**config.mk**
```make
export PLATFORM = sky130hd
export DESIGN_NAME = stuffed_frame_deframer
export DESIGN_NICKNAME = d
export VERILOG_FILES = /design/src/rtl/core/sfd_pkg.sv /design/src/rtl/core/sfd_ctrl.sv /design/src/rtl/core/sfd_dp.sv /design/src/rtl/core/stuffed_frame_deframer.sv
export SDC_FILE = /design/constraint.sdc
export NUM_CORES = 1
export LEC_CHECK = 0
export BUFFER_PORTS_ARGS = -buffer_cell sky130_fd_sc_hd__clkbuf_2
export CAP_MARGIN = 10
export CORE_AREA = 2 2 131 184
export CTS_CLUSTER_SIZE = 28
export DETAILED_ROUTE_END_ITERATION = 10
export DIE_AREA = 0 0 133 186
export PLACE_DENSITY = 0.85
export SYNTH_ARGS = -nofsm -noshare
export SYNTH_HDL_FRONTEND = slang
export SYNTH_HIERARCHICAL = 1
export SYNTH_SLANG_ARGS = --single-unit
```
**constraint.sdc**
```tcl
create_clock -name clk -period 5.01 [get_ports clk]
set_input_delay 1.002 -clock clk [delete_from_list [all_inputs] [get_ports clk]]
set_output_delay 1.002 -clock clk [all_outputs]
set_load 0.02 [all_outputs]
```
**src/rtl/core/sfd_pkg.sv**
```systemverilog
// ----------------------------------------------------------------------------
// sfd_pkg: shared definitions for the stuffed frame deframer
// Flag bytes, the controller state type and the command and status
// groups that pass between the controller and the datapath.
// ----------------------------------------------------------------------------
`default_nettype none

package sfd_pkg;

	// Framing bytes of the link protocol.
	localparam logic [7:0] REPORT_BYTE   = 8'h01;
	localparam logic [7:0] SOF_BYTE      = 8'hF1;
	localparam logic [7:0] EOF_BYTE      = 8'hF2;
	localparam logic [7:0] ESCAPE_BYTE   = 8'hF3;

	// An escaped byte keeps its low two bits over a fixed upper pattern.
	localparam logic [7:0] ESC_LOW_MASK  = 8'h03;
	localparam logic [7:0] ESC_HIGH_BITS = ~ESC_LOW_MASK & 8'hF0;

	// Largest payload count reported for one frame.
	localparam logic [4:0] PAYLOAD_CAP   = 5'd28;

	typedef enum logic [3:0] {
		ST_REPORT,
		ST_START,
		ST_FRAME,
		ST_RD0,
		ST_RD1,
		ST_RD2,
		ST_CALC,
		ST_ONE,
		ST_PAY,
		ST_PAY_RD
	} sfd_state_t;

	// Commands from the controller to the datapath.
	typedef struct packed {
		logic clear;      // restart hunting: drop escape, count and checksum
		logic frame_byte; // an accepted frame beat that is neither the stop flag nor an overflow
		logic rd_start;   // point the store read at entry zero
		logic rd_next;    // advance the store read pointer
		logic cap_st;     // capture the status byte
		logic cap_cmd;    // capture the command byte
		logic cap_len;    // capture the clamped payload length
		logic load_one;   // load the single result of a frame without payload
		logic load_pay;   // load one payload result
	} sfd_cmd_t;

	// Status from the datapath to the controller.
	typedef struct packed {
		logic is_report;
		logic is_start;
		logic is_stop;
		logic overflow;   // this beat would store past the end of the store
		logic xor_zero;
		logic len_zero;   // clamped length, valid in the length step
		logic pay_last;   // the payload result being loaded ends the frame
		logic out_free;   // the result register can take a new result
	} sfd_sts_t;

endpackage

`default_nettype wire

```
**src/rtl/core/sfd_ctrl.sv**
```systemverilog
// ----------------------------------------------------------------------------
// sfd_ctrl: deframer controller
// Hunts for the report byte and the start flag, steers frame beats into
// the datapath and sequences the store reads that build the results.
// ----------------------------------------------------------------------------
`default_nettype none

module sfd_ctrl
	import sfd_pkg::*;
(
	input  wire logic     clk,
	input  wire logic     arst_n,
	input  wire logic     byte_valid,
	output logic          byte_ready,
	input  wire sfd_sts_t sts,
	output sfd_cmd_t      cmd
);

	sfd_state_t state_q;
	sfd_state_t state_d;

	// State register.
	always_ff @(posedge clk or negedge arst_n) begin
		if (!arst_n) begin
			state_q <= ST_REPORT;
		end else begin
			state_q <= state_d;
		end
	end

	// Next state.
	always_comb begin
		state_d = state_q;
		unique case (state_q)
			ST_REPORT: begin
				if (byte_valid && sts.is_report) state_d = ST_START;
			end
			ST_START: begin
				if (byte_valid && sts.is_start) state_d = ST_FRAME;
			end
			ST_FRAME: begin
				if (byte_valid) begin
					priority if (sts.is_stop) begin
						state_d = sts.xor_zero ? ST_RD0 : ST_REPORT;
					end else if (sts.overflow) begin
						state_d = ST_REPORT;
					end
				end
			end
			ST_RD0:  state_d = ST_RD1;
			ST_RD1:  state_d = ST_RD2;
			ST_RD2:  state_d = ST_CALC;
			ST_CALC: state_d = sts.len_zero ? ST_ONE : ST_PAY;
			ST_ONE: begin
				if (sts.out_free) state_d = ST_REPORT;
			end
			ST_PAY: begin
				if (sts.out_free) state_d = sts.pay_last ? ST_REPORT : ST_PAY_RD;
			end
			ST_PAY_RD: state_d = ST_PAY;
			default:   state_d = ST_REPORT;
		endcase
	end

	// Outputs.
	always_comb begin
		cmd        = '0;
		byte_ready = 1'b0;
		unique case (state_q)
			ST_REPORT: begin
				byte_ready = 1'b1;
			end
			ST_START: begin
				byte_ready = 1'b1;
				cmd.clear  = byte_valid && sts.is_start;
			end
			ST_FRAME: begin
				byte_ready = 1'b1;
				if (byte_valid) begin
					priority if (sts.is_stop) begin
						cmd.rd_start = sts.xor_zero;
						cmd.clear    = !sts.xor_zero;
					end else if (sts.overflow) begin
						cmd.clear = 1'b1;
					end else begin
						cmd.frame_byte = 1'b1;
					end
				end
			end
			ST_RD0: begin
				cmd.rd_next = 1'b1;
			end
			ST_RD1: begin
				cmd.cap_st  = 1'b1;
				cmd.rd_next = 1'b1;
			end
			ST_RD2: begin
				cmd.cap_cmd = 1'b1;
				cmd.rd_next = 1'b1;
			end
			ST_CALC: begin
				cmd.cap_len = 1'b1;
			end
			ST_ONE: begin
				cmd.load_one = sts.out_free;
				cmd.clear    = sts.out_free;
			end
			ST_PAY: begin
				cmd.load_pay = sts.out_free;
				cmd.rd_next  = sts.out_free;
				cmd.clear    = sts.out_free && sts.pay_last;
			end
			ST_PAY_RD: begin
			end
			default: begin
			end
		endcase
	end

endmodule

`default_nettype wire

```
**src/rtl/core/sfd_dp.sv**
```systemverilog
// ----------------------------------------------------------------------------
// sfd_dp: deframer datapath
// Unstuffs frame beats into the frame store, keeps the running checksum,
// reads the store back and holds the result register.
// ----------------------------------------------------------------------------
`default_nettype none

module sfd_dp
	import sfd_pkg::*;
#(
	parameter int FRAME_MAX = 32
) (
	input  wire logic       clk,
	input  wire logic       arst_n,
	input  wire logic [7:0] in_byte,
	input  wire sfd_cmd_t   cmd,
	output sfd_sts_t        sts,
	input  wire logic       result_ready,
	output logic            result_valid,
	output logic [7:0]      frame_status,
	output logic [7:0]      command_byte,
	output logic [4:0]      payload_len,
	output logic [7:0]      payload_byte,
	output logic            has_payload,
	output logic            last
);

	localparam int AW = $clog2(FRAME_MAX);
	localparam int CW = $clog2(FRAME_MAX + 1);

	logic [7:0]    mem [FRAME_MAX];
	logic [CW-1:0] cnt_q;
	logic          esc_q;
	logic [7:0]    xor_q;
	logic [AW-1:0] rd_ptr_q;
	logic [7:0]    rd_data_q;
	logic [7:0]    st_q;
	logic [7:0]    cmd_q;
	logic [4:0]    len_q;
	logic [4:0]    pay_cnt_q;
	logic          out_valid_q;

	logic          takes_escape;
	logic          cnt_full;
	logic [7:0]    unstuffed;
	logic          short_frame;
	logic [CW-1:0] avail;
	logic [7:0]    avail8;
	logic [7:0]    len_avail;
	logic [7:0]    len_cap;
	logic [4:0]    len_calc;
	logic          out_free;

	// Beat decode and unstuffing.
	assign takes_escape = !esc_q && (in_byte == ESCAPE_BYTE);
	assign cnt_full     = cnt_q >= CW'(FRAME_MAX);
	assign unstuffed    = esc_q ? (ESC_HIGH_BITS | (in_byte & ESC_LOW_MASK)) : in_byte;

	// Length clamp: declared length, bytes between length and checksum, cap.
	assign short_frame = cnt_q <= CW'(2);
	assign avail       = (cnt_q > CW'(4)) ? (cnt_q - CW'(4)) : '0;
	assign avail8      = 8'(avail);
	assign len_avail   = (rd_data_q < avail8) ? rd_data_q : avail8;
	assign len_cap     = (len_avail > 8'(PAYLOAD_CAP)) ? 8'(PAYLOAD_CAP) : len_avail;
	assign len_calc    = short_frame ? 5'd0 : len_cap[4:0];

	assign out_free = !out_valid_q || result_ready;

	// Status toward the controller.
	always_comb begin
		sts.is_report = in_byte == REPORT_BYTE;
		sts.is_start  = in_byte == SOF_BYTE;
		sts.is_stop   = in_byte == EOF_BYTE;
		sts.overflow  = !takes_escape && cnt_full;
		sts.xor_zero  = xor_q == 8'h00;
		sts.len_zero  = len_calc == 5'd0;
		sts.pay_last  = (pay_cnt_q + 5'd1) == len_q;
		sts.out_free  = out_free;
	end

	// Escape flag, byte count and running checksum.
	always_ff @(posedge clk or negedge arst_n) begin
		if (!arst_n) begin
			esc_q <= 1'b0;
			cnt_q <= '0;
			xor_q <= 8'h00;
		end else if (cmd.clear) begin
			esc_q <= 1'b0;
			cnt_q <= '0;
			xor_q <= 8'h00;
		end else if (cmd.frame_byte) begin
			if (takes_escape) begin
				esc_q <= 1'b1;
			end else begin
				esc_q <= 1'b0;
				cnt_q <= cnt_q + CW'(1);
				xor_q <= xor_q ^ unstuffed;
			end
		end
	end

	// Frame store: one write port at the byte count, one registered read.
	always_ff @(posedge clk) begin
		if (cmd.frame_byte && !takes_escape && !cnt_full) begin
			mem[cnt_q[AW-1:0]] <= unstuffed;
		end
		rd_data_q <= mem[rd_ptr_q];
	end

	// Read pointer.
	always_ff @(posedge clk or negedge arst_n) begin
		if (!arst_n) begin
			rd_ptr_q <= '0;
		end else if (cmd.rd_start) begin
			rd_ptr_q <= '0;
		end else if (cmd.rd_next) begin
			rd_ptr_q <= rd_ptr_q + AW'(1);
		end
	end

	// Header fields captured from the store.
	always_ff @(posedge clk) begin
		if (cmd.cap_st) st_q <= (cnt_q == '0) ? 8'h00 : rd_data_q;
		if (cmd.cap_cmd) cmd_q <= short_frame ? 8'h00 : rd_data_q;
		if (cmd.cap_len) len_q <= len_calc;
	end

	// Payload result counter.
	always_ff @(posedge clk or negedge arst_n) begin
		if (!arst_n) begin
			pay_cnt_q <= '0;
		end else if (cmd.cap_len) begin
			pay_cnt_q <= '0;
		end else if (cmd.load_pay) begin
			pay_cnt_q <= pay_cnt_q + 5'd1;
		end
	end

	// Result register valid flag.
	always_ff @(posedge clk or negedge arst_n) begin
		if (!arst_n) begin
			out_valid_q <= 1'b0;
		end else if (cmd.load_one || cmd.load_pay) begin
			out_valid_q <= 1'b1;
		end else if (result_ready) begin
			out_valid_q <= 1'b0;
		end
	end

	// Result register fields.
	always_ff @(posedge clk) begin
		if (cmd.load_one) begin
			frame_status <= st_q;
			command_byte <= cmd_q;
			payload_len  <= 5'd0;
			payload_byte <= 8'h00;
			has_payload  <= 1'b0;
			last         <= 1'b1;
		end else if (cmd.load_pay) begin
			frame_status <= st_q;
			command_byte <= cmd_q;
			payload_len  <= len_q;
			payload_byte <= rd_data_q;
			has_payload  <= 1'b1;
			last         <= (pay_cnt_q + 5'd1) == len_q;
		end
	end

	assign result_valid = out_valid_q;

endmodule

`default_nettype wire

```
**src/rtl/core/stuffed_frame_deframer.sv**
```systemverilog
// ----------------------------------------------------------------------------
// stuffed_frame_deframer: byte-serial deframer for stuffed, XOR-checked frames
// Hunts for the report byte and start flag, unstuffs frame bytes into a store
// and, on a stop flag with a zero checksum, emits header and payload results.
//
//   Channel  Handshake                    Beat contents
//   byte     byte_valid / byte_ready      in_byte
//   result   result_valid / result_ready  frame_status, command_byte,
//                                         payload_len, payload_byte,
//                                         has_payload, last
//
// Input is held off after a stop flag with a zero checksum: through the
// header reads, then for each payload result a load and a store read on the
// single registered read port, a load alone for the last result
// (a frame without payload gives one result).
// Reset clears hunt state, counters and result valid, not the store.
// A stalled result holds the load in place; input resumes after the last load.
// ----------------------------------------------------------------------------
`default_nettype none

module stuffed_frame_deframer
	import sfd_pkg::*;
#(
	parameter int FRAME_MAX = 32
) (
	input  wire logic       clk,
	input  wire logic       arst_n,
	input  wire logic       byte_valid,
	output logic            byte_ready,
	input  wire logic [7:0] in_byte,
	output logic            result_valid,
	input  wire logic       result_ready,
	output logic [7:0]      frame_status,
	output logic [7:0]      command_byte,
	output logic [4:0]      payload_len,
	output logic [7:0]      payload_byte,
	output logic            has_payload,
	output logic            last
);

	sfd_cmd_t cmd;
	sfd_sts_t sts;

	// Controller.
	sfd_ctrl u_ctrl (
		.clk        (clk),
		.arst_n     (arst_n),
		.byte_valid (byte_valid),
		.byte_ready (byte_ready),
		.sts        (sts),
		.cmd        (cmd)
	);

	// Datapath.
	sfd_dp #(
		.FRAME_MAX (FRAME_MAX)
	) u_dp (
		.clk          (clk),
		.arst_n       (arst_n),
		.in_byte      (in_byte),
		.cmd          (cmd),
		.sts          (sts),
		.result_ready (result_ready),
		.result_valid (result_valid),
		.frame_status (frame_status),
		.command_byte (command_byte),
		.payload_len  (payload_len),
		.payload_byte (payload_byte),
		.has_payload  (has_payload),
		.last         (last)
	);

endmodule

`default_nettype wire
```
[Yosys cells after proc, flatten, opt, wreduce, memory -nomap -nowiden]
Memory sizes are Yosys's and may differ from the RTL's. A register that Yosys moved wholly into a read port is not among the register bits.
Index checks and enable logic that the tools add are counted.
Storage, ports and cells
  bits in registers: 82
  RAM bits: 256
  bits of input ports: 12
  output and inout port bits: 33
  word-level logic and storage cells: 127
  memories kept: 1
Memory list
  u_dp.mem: words 32, bits a word 8, read ports 1, clocked after Yosys merged registers in 1, write ports 1, RTL line sfd_dp.sv:31  | logic [7:0] mem [FRAME_MAX];
Operators by class
  $add $sub $neg: 4
  order comparisons: 5
  eq/ne operators: 21
  muxes and demuxes: 52
  bitwise logic cells: 1
  reduce and logical (&&, ||, !) cells: 27
Operators with widths (count)
  $mux W8: 9
  $pmux W4 S10: 1
  $mux W4: 9
  $mux W5: 6
  $eq A8 B8 Y1 const B: 3
  $mux W6: 4
  $mux W1: 18
  $eq A4 B3 Y1 const B: 4
  $add A5 B1 Y5 const B: 2
  $reduce_bool A2 Y1: 5
  $eq A4 B2 Y1 const B: 2
  $eq A4 B4 Y1 const B: 2
  $eq A8 B1 Y1 const B: 1
  $gt A8 B5 Y1 const B: 1
  $logic_not A8 Y1: 1
  $lt A8 B6 Y1: 1
  $ne A2 B1 Y1 const B: 4
  $xor A8 B8 Y8: 1
  $logic_and A1 B1 Y1: 7
  $add A6 B1 Y6 const B: 1
  $ge A6 B6 Y1 const B: 1
  $gt A6 B3 Y1 const B: 1
  $le A6 B2 Y1 const B: 1
  $logic_not A6 Y1: 1
  16 further kinds: 24

[Depth between registers and ports, before layout]
Gate-level depths: netlist of the first run.
  depth in word-level cells: 12
  depth in mapped cells: 17
  depth with buffers taken out: 15

[Cells and area by module]
Netlist of the first run, hierarchy kept.
By module, submodules not included
  sfd_dp: times used 1, cells an instance 739, area an instance 13646.8 um^2, seq. area each 9909.5 um^2
  sfd_ctrl: times used 1, cells an instance 62, area an instance 488.0 um^2, seq. area each 100.1 um^2

[Worst setup path after synthesis of the first run]
OpenSTA, ideal clock, no wires.
  path kind: reg-to-reg
  start: register u_dp.cnt_q[2]
  end: register u_ctrl.state_q[0]
  library setup time: 119 ps
  arrival time: 3395 ps
  required time: 4891 ps
  setup slack: 1496 ps
  stages on the path, launching flop included: 16
  buffers on the path: 2
  period minus slack after synthesis: 3514 ps
  path through: dfrtp_1 clkbuf_1 inv_1 ha_1 a21oi_1 nor3_1 or2_2 ha_1 a2111oi_0 o21ai_0 a21oi_1 clkbuf_1 o31ai_1 a32oi_2 a21boi_1 o21a_1
RTL lines
  start: declaration: RTL line sfd_dp.sv:32  | logic [CW-1:0] cnt_q;
  start signal: assignment: RTL line sfd_dp.sv:96  | cnt_q <= cnt_q + CW'(1);
  end signal: assignment: RTL line sfd_ctrl.sv:27  | state_q <= state_d;
  end: declaration: RTL line sfd_ctrl.sv:19  | sfd_state_t state_q;

==> flow_summary.yaml, run 1 <==
route:
  antenna_left: 0
  dr_total_vias: 7406
  drc: 0
  first_iter_violations: 871
  wl_um: 28890
  firstDrtPassIters: 5
  wl_per_cell_um: 24.53
  viasPerCell: 6.287
clock_tree:
  numCtsBuffers: 28
  cts-resized-gates: 0
  cts_setup_buffers: 0
  cts-root-buf: "clkbuf_16"
  path_clk_slew_ps: 70
  htree_num_levels: 1
  clock_path_buffers: 3
  clk_latency_ps: 560
  clkSinkCount: 346
  ctsHoldBuffers: 0
  cts_tree: "yes"
power:
  ir_drop_v: 0.0003272
  cellLeakagePower_nw: 5.276
  total_power_mw: 8.344
  power_density_nw_per_um2: 535.1
worst_setup_path:
  cpPeakStageDelay_ps: 630
  path_cells: "inv_1 > ha_1 > a21oi_1 > nor3_1 > or2_2 > ha_1 > a2111oi_0 > o21ai_0 > a21oi_1 > o31ai_1 > a32oi_2 > a21oi_1 > a21o_1"
  cp_num_buf_inv: 1
  critical_path_arrival_ps: 4740
  cp.required_ps: 5440
  crit_path_start_kind: "register"
  crit_slowest_cell: "a21oi_1"
  crit_type: "reg -> reg"
  critPathTopFamily: "compound AO/OA/AOI/OAI gates"
  crit_fanout: 13
  cpMostUsedCell: "a21oi_1"
  worst_setup_path_end_kind: "register"
synthesis:
  synth_common_cells: "293 x edfxtp_1, 95 x nor2_1, 80 x mux4_2"
  synth_most_common_cell: "edfxtp_1"
  syn_area_per_cell_um2: 17.65
  yosys_warnings: 6
  yosys.area.top_type: "edfxtp_1"
  yosys.cell_types.count: 60
  ys_async_sr_fraction_pct: 8.671
  ys.flop_type: "edfxtp_1"
  yosysSeqAreaShare_pct: 70.82
  synthCells: 801
  syn-num-nets: 828
  synth.top_cells.by_area: "edfxtp_1 62%, mux4_2 13%, dfrtp_1 5.3%"
  syn-cell-area_um2: 14130
  synth-seq-cells: 346
  synth_top_cell_area_share_pct: 62.25
  synth_edf_count: 293
timing:
  skew_ps: 20.18
  tightestPinTransition_ps: 967.5
  tns_ps: 0
  finalCritPeriodShare_pct: 85.85
  rsz0062_at_grt: "false"
  drv_slew: 0
  fin_crit_ps: 4301
  hold_viol: 0
  setup_viol: 0
  maxSlewHeadroom_pct: 35.01
  fin_ws_ps: 708.7
  timing.hold.ws_ps: 420.2
  fmax_mhz: 232.5
die:
  die_w_um: 133
  chipHeight_um: 186
  ios: 45
  die_area_um2: 24740
  initial_utilization_pct: 61.35
  core_um2: 23040
  rows: 66
global_routing:
  antenna_found_initial: 0
  grt.overflow.total: 0
  grt_max_degree: 47
  grt_pass1_vias: 7530
  grt_util_all_layers_pct: 23.97
  grt_pass1_wl_um: 44380
placed_design:
  dpl_cell_area_um2: 14670
  numPortBuffers: 44
  gp_congestion: 0.8277
  hpwl_um: 18620
  placed_cells: 1129
  pre_cts_ws_ps: 788.2
layout:
  syn2layout_area_growth_pct: 10.32
  antenna_cells: 0
  final_nets: 880
  fin_cells: 1178
  fin_util_pct: 67.68
  fin_area_um2: 15590
  drive_gt1_share_pct: 23.85
status:
  outcome: "completed"
job:
  maxCapViolations: 0
hold_path:
  min_path_type: "reg -> reg"
[flip-flops by register name (all words and copies together), names as in the netlist]
signal,flops
u_dp/mem,256
u_dp/cmd_q,8
u_dp/command_byte,8
u_dp/frame_status,8
u_dp/payload_byte,8
u_dp/rd_data_q,8
u_dp/st_q,8
u_dp/xor_q,8
u_dp/cnt_q,6
u_dp/len_q,5
u_dp/pay_cnt_q,5
u_dp/payload_len,5
u_dp/rd_ptr_q,5
u_ctrl/state_q,4
u_dp/esc_q,1
u_dp/has_payload,1
u_dp/last,1
u_dp/result_valid,1
[final timing paths]
path | start | to | slack (ps) | cells after the start
setup / recovery | u_dp/cnt_q[2] | u_ctrl/state_q[1] | 710 | 13
setup reg to reg | u_dp/cnt_q[2] | u_ctrl/state_q[1] | 710 | 13
hold / removal | u_dp/cmd_q[2] | u_dp/command_byte[2] | 420 | 0
max in group asynchronous | arst_n | u_dp/rd_ptr_q[0] | 3950 | 1
min in group asynchronous | arst_n | u_ctrl/state_q[0] | 510 | 1
hold reg to reg | u_dp/cmd_q[2] | u_dp/command_byte[2] | 420 | 0
[cell usage in the layout, fill, tap and decap left out, drive strengths merged, types with 3 or more instances in the layout]
cell / instances
xnor2: 9
a21oi: 13
mux4: 80
dfrtp: 30
nor3b: 3
clkbuf: 83
nor2: 96
or3: 4
nand2b: 7
dfxtp: 23
ha: 15
a31oi: 3
nand4: 5
xor2: 18
clkinv: 4
edfxtp: 293
bufinv: 3
or4: 6
nand4b: 4
nand2: 30
buf: 13
or2: 9
mux2: 8
inv: 11
nor3: 10
nor4: 3
mux2i: 20
nor2b: 23
o21ai: 9
nand3: 7
[layer usage]
metal / wire, um / global-route usage (%) / up-vias
li1: - / - / 3222
met1: 10280 / 29.04 / 3760
met2: 15800 / 44.58 / 361
met3: 1774 / 2.397 / 63
met4: 1030 / 9.075 / 0
met5: 0 / 0 / -
[cell families (layout without fill, tap and decap cells)]
family,after synthesis,count (layout),share of synthesized area [%]
flops,346,346,70.82
simple gates,214,214,7.462
mux,108,108,14.80
compound gates,47,47,2.319
buf+inv,44,115,1.602
xor+xnor,27,27,1.673
fa+ha+maj,15,15,1.328
[cell type report]
type | instances | area, um2
inverters | 9 | 33.78
well taps | 306 | 382.9
flip-flops and latches | 346 | 10010
repair buffers | 57 | 330.3
clock buffers | 39 | 783.3
clock inverters | 10 | 135.1
multi-input cells | 411 | 3914
fillers | 1394 | 7446
[power breakdown]
| group | total (mW) | internal [mW] | switching, mW |
|---|---|---|---|
| clock network | 2.20 | 1.25 | 0.950 |
| registers | 3.82 | 3.37 | 0.442 |
| logic | 2.33 | 1.18 | 1.15 |
| total | 8.34 | 5.80 | 2.54 |
Note: power is estimated with default switching activity, not from simulation.
==> inputs of run 2 (changes only) <==
- CORE_AREA: 2 2 131 184 -> 2 2 127 179
- DIE_AREA: 0 0 133 186 -> 0 0 129 181
- PLACE_DENSITY: 0.85 -> 0.83
- clock period: 5.01 -> 5.3 ns (I/O delays scaled with it)
==> flow_summary.yaml, run 2 (synthesis results as in run 1) <==
layout:
  final_common_cell: "edfxtp_1"
  final_nets: 877
  layout_common_cells: "293 x edfxtp_1, 95 x nor2_1, 80 x mux4_2"
  largest_reg_flops: 256
  drive_gt1_share_pct: 24.00
  fillCellCount: 1252
  syn2layout_area_growth_pct: 9.905
  antenna_cells: 0
  fin_util_pct: 71.59
route:
  dr_total_vias: 7619
  first_iter_violations: 892
  drc: 0
  viasPerCell: 6.523
  wl_per_cell_um: 27.04
  wl_um: 31590
  firstDrtPassIters: 7
  antenna_left: 0
power:
  switching_share_pct: 31.44
  pwr-share-clk_pct: 25.7
  p_sw_mw: 2.469
  p_seq_share_pct: 46.4
  ir_drop_v: 0.0003016
  power_frac_comb_pct: 27.8
  power_density_nw_per_um2: 505.5
  internal_power_mw: 5.383
  cellLeakagePower_nw: 5.261
worst_setup_path:
  crit_start: "u_dp/cnt_q[2]"
  crit_fanout: 13
  critical_path_arrival_ps: 4760
  crit_path_start_kind: "register"
  worst_setup_path_end_kind: "register"
  cp.required_ps: 5780
  crit_type: "reg -> reg"
  r2r_start: "u_dp/cnt_q[2]"
die:
  chipHeight_um: 181
  initial_utilization_pct: 65.13
  ios: 45
  die_area_um2: 23350
  core_um2: 21700
  rows: 64
  die_w_um: 129
global_routing:
  grt_pass1_vias: 7675
  grt_pass1_wl_um: 47090
  antenna_found_initial: 0
  grt_max_degree: 52
  grt.overflow.total: 0
  grt_util_all_layers_pct: 27.67
timing:
  tns_ps: 0
  rsz0062_at_grt: "false"
  tightestPinTransition_ps: 1202
  drv_slew: 0
  hold_viol: 0
  skew_ps: 14.97
  finalCritPeriodShare_pct: 80.93
  maxSlewHeadroom_pct: 19.25
  fmax_mhz: 233.1
  setup_viol: 0
  fin_crit_ps: 4289
  timing.hold.ws_ps: 421.6
hold_path:
  hold_start: "u_dp/cmd_q[7]"
  min_path_type: "reg -> reg"
clock_tree:
  path_clk_slew_ps: 70
  ctsHoldBuffers: 0
  numCtsBuffers: 28
  cts_tree: "yes"
  clk_latency_ps: 560
  clock_path_buffers: 3
  cts-resized-gates: 0
  cts-root-buf: "clkbuf_16"
  htree_num_levels: 1
  cts_setup_buffers: 0
  clkSinkCount: 346
status:
  outcome: "completed"
placed_design:
  hpwl_um: 19890
  gp_congestion: 0.8698
  numPortBuffers: 44
job:
  maxCapViolations: 0
## run 2: area by class of cell
cell class / instances / area [um2] / share of cell area [%]
Multi-Input combinational cell: 411 / 3919 / 25.23
Clock inverter: 16 / 122.6 / 0.7893
Inverter: 9 / 33.78 / 0.2175
Clock buffer: 35 / 778.2 / 5.010
Sequential cell: 346 / 10010 / 64.47
Timing Repair Buffer: 54 / 295.3 / 1.901
Tap cell: 297 / 371.6 / 2.392
## run 2: routing by layer
| layer | GRT usage, % | vias up | share of wire [%] |
|---|---|---|---|
| met1 | 34.24 | 3900 | 35 |
| met3 | 3.109 | 78 | 6.8 |
| met4 | 10.52 | 0 | 4.1 |
| li1 | - | 3213 | - |
| met2 | 49.88 | 428 | 54 |
| met5 | 0 | - | 0 |
## run 2: path summary, 6_finish.rpt
path	end	slack, ps	depth (start not counted)
max in group asynchronous	u_dp/rd_ptr_q[0]	4190	1
setup reg to reg	u_ctrl/state_q[2]	1010	15
min in group asynchronous	u_dp/esc_q	560	1
hold reg to reg	u_dp/command_byte[7]	420	0
hold / removal	u_dp/command_byte[7]	420	0
setup / recovery	u_ctrl/state_q[2]	1010	15
## run 2: worst max-delay path, stage by stage, from the launching register on
cell and delay, ps:
dfrtp_1 590, inv_1 240, ha_1 310, a21oi_1 220
nor3_1 160, or2_2 360, ha_1 320, a2111oi_0 340
o21ai_0 150, a21oi_1 600, a21oi_1 160, o31ai_1 210
inv_1 140, o21ai_0 220, a21oi_1 100, nor2_1 110
## run 2: through the flow
stage	total power, mW	setup slack, ps	cell area [um2]	std cells
2_1_floorplan	5.206	1786	14130	801
3_3_place_gp	5.695	1204	14630	1117
3_5_place_dp	5.817	851.0	14630	1117
4_1_cts	7.867	1088	15530	1168
5_1_grt	8.124	580.3	15530	1168
6_report	7.852	1011	15530	1168
## run 2: power groups by stage
stage | Sequential (mW) | Combinational (mW) | Clock, mW
finish | 3.65 | 2.18 | 2.02
global placement | 3.66 | 2.03 | 0
CTS | 3.64 | 2.17 | 2.05
detailed placement | 3.69 | 2.12 | 0
floorplan | 3.49 | 1.72 | 0
global route | 3.69 | 2.30 | 2.14
==> inputs of run 3 (changes only) <==
- CORE_AREA: 2 2 127 179 -> 2 2 138 193
- DIE_AREA: 0 0 129 181 -> 0 0 140 195
- PLACE_DENSITY: 0.83 -> 0.75
- clock period: 5.3 -> 3.7 ns (I/O delays scaled with it)
==> flow_summary.yaml, run 3 (synthesis results as in run 1) <==
die:
  initial_utilization_pct: 55.50
  core_um2: 25470
  ios: 45
  die_w_um: 140
  die_area_um2: 27300
  chipHeight_um: 195
  rows: 69
global_routing:
  grt.overflow.total: 0
  grt_pass1_vias: 7574
  grt_max_degree: 56
  grt_pass1_wl_um: 45680
  antenna_found_initial: 0
  grt_util_all_layers_pct: 22.41
route:
  highest_layer: "met4"
  wl_met3_um: 1936
  drc: 5
  wl_um: 29970
  routedLengthMet1_um: 11180
  first_iter_violations: 731
  viasPerCell: 6.051
  firstDrtPassIters: 8
  antenna_left: 0
  wl_met2_um: 15900
  dr_total_vias: 7509
  wl_per_cell_um: 24.15
timing:
  setup_viol: 0
  tns_ps: 0
  fin_ws_ps: 421.1
  rsz0062_at_grt: "false"
  hold_viol: 0
  fin_crit_ps: 3279
  maxSlewHeadroom_pct: 28.79
  tightestPinTransition_ps: 1068
  finalCritPeriodShare_pct: 88.62
  fmax_mhz: 305.0
  skew_ps: 30.84
  drv_slew: 0
  timing.hold.ws_ps: 264.1
worst_setup_path:
  cp.required_ps: 4170
  path_cells: "inv_1 > ha_1 > a21oi_1 > nor3_1 > buf_4 > or2_2 > ha_1 > nand2_1 > nor3_1 > a21oi_2 > o31ai_1 > inv_1 > o21ai_0 > a21oi_1 > nor2_1"
  r2r_start: "u_dp/cnt_q[2]"
  r2r_end: "u_ctrl/state_q[2]"
  r2r_setup_slack_ps: 420
  crit_start: "u_dp/cnt_q[2]"
  crit_path_end: "u_ctrl/state_q[2]"
  crit_slowest_cell: "o31ai_1"
  crit_path_start_kind: "register"
  crit_fanout: 7
  crit_type: "reg -> reg"
  r2r_cells: 15
  cpPeakStageDelay_ps: 520
  worst_setup_path_end_kind: "register"
  critical_path_arrival_ps: 3750
power:
  p_sw_mw: 3.394
  ir_drop_v: 0.0003688
  power_frac_comb_pct: 28.9
  cellLeakagePower_nw: 5.507
  switching_share_pct: 30.08
  p_seq_share_pct: 44.7
  power_density_nw_per_um2: 706.6
  pwr-share-clk_pct: 26.4
  total_power_mw: 11.28
  internal_power_mw: 7.887
layout:
  fin_cells: 1241
  syn2layout_area_growth_pct: 12.93
  drive_gt1_share_pct: 27.22
  layout_common_cells: "293 x edfxtp_1, 95 x nor2_1, 80 x mux4_2"
  antenna_cells: 0
  fin_util_pct: 62.68
  largest_reg_flops: 256
  final_nets: 927
  fin_area_um2: 15960
  final_common_cell: "edfxtp_1"
placed_design:
  numPortBuffers: 44
  gp_congestion: 0.8287
  hpwl_um: 19390
  pre_cts_ws_ps: 287.4
  placed_cells: 1188
  dpl_cell_area_um2: 15040
clock_tree:
  path_clk_slew_ps: 60
  cts_setup_buffers: 0
  htree_num_levels: 1
  clkSinkCount: 346
  cts-root-buf: "clkbuf_16"
  cts_tree: "yes"
  clk_latency_ps: 560
  clock_path_buffers: 3
  numCtsBuffers: 29
  cts-resized-gates: 0
  ctsHoldBuffers: 0
job:
  maxCapViolations: 0
status:
  violations: "DRC"
  outcome: "complete, but fails checks"
hold_path:
  min_path_type: "in -> async"
## run 3: power by group through the flow
stage                     logic [mW]  clock network, mW  registers [mW]
after global placement          3.22                  0            5.12
after detailed placement        3.26                  0            5.12
final                           3.26               2.97            5.04
after CTS                       3.29               3.01            5.05
after global routing            3.50               3.15            5.10
after floorplan                 2.46                  0            5.00
## run 3: how the worst min path moves through the flow
stage | from | end | slack, ps | cells after the start
finish | arst_n | u_ctrl/state_q[1] | 260 | 1
global route | arst_n | u_ctrl/state_q[1] | 310 | 1
CTS | arst_n | u_dp/esc_q | 280 | 1
detailed placement | u_dp/st_q[0] | u_dp/frame_status[0] | 400 | 0
global placement | u_dp/cmd_q[7] | u_dp/command_byte[7] | 400 | 0
floorplan | u_dp/cmd_q[0] | u_dp/command_byte[0] | 400 | 0
## run 3: critical path: cells and delay by family (launching register included)
family	cells	cell delay, ps
compound gates	5	1100
fa+ha+maj	2	560
buf+inv	3	370
flops	1	450
simple gates	5	730
## run 3: layout make-up
| class | count | area (um2) |
|---|---|---|
| timing repair buffer | 103 | 688.2 |
| tap | 319 | 399.1 |
| clock inverter | 11 | 138.9 |
| clock buffer | 42 | 774.5 |
| multi-input combinational | 411 | 3914 |
| inverter | 9 | 33.78 |
| fill | 1764 | 9505 |
| sequential | 346 | 10010 |
## run 3: metal layers
| metal | GRT usage, % | vias up |
|---|---|---|
| met2 | 40.36 | 347 |
| met5 | 0 | - |
| li1 | - | 3316 |
| met4 | 7.295 | 0 |
| met3 | 2.918 | 65 |
| met1 | 28.33 | 3781 |
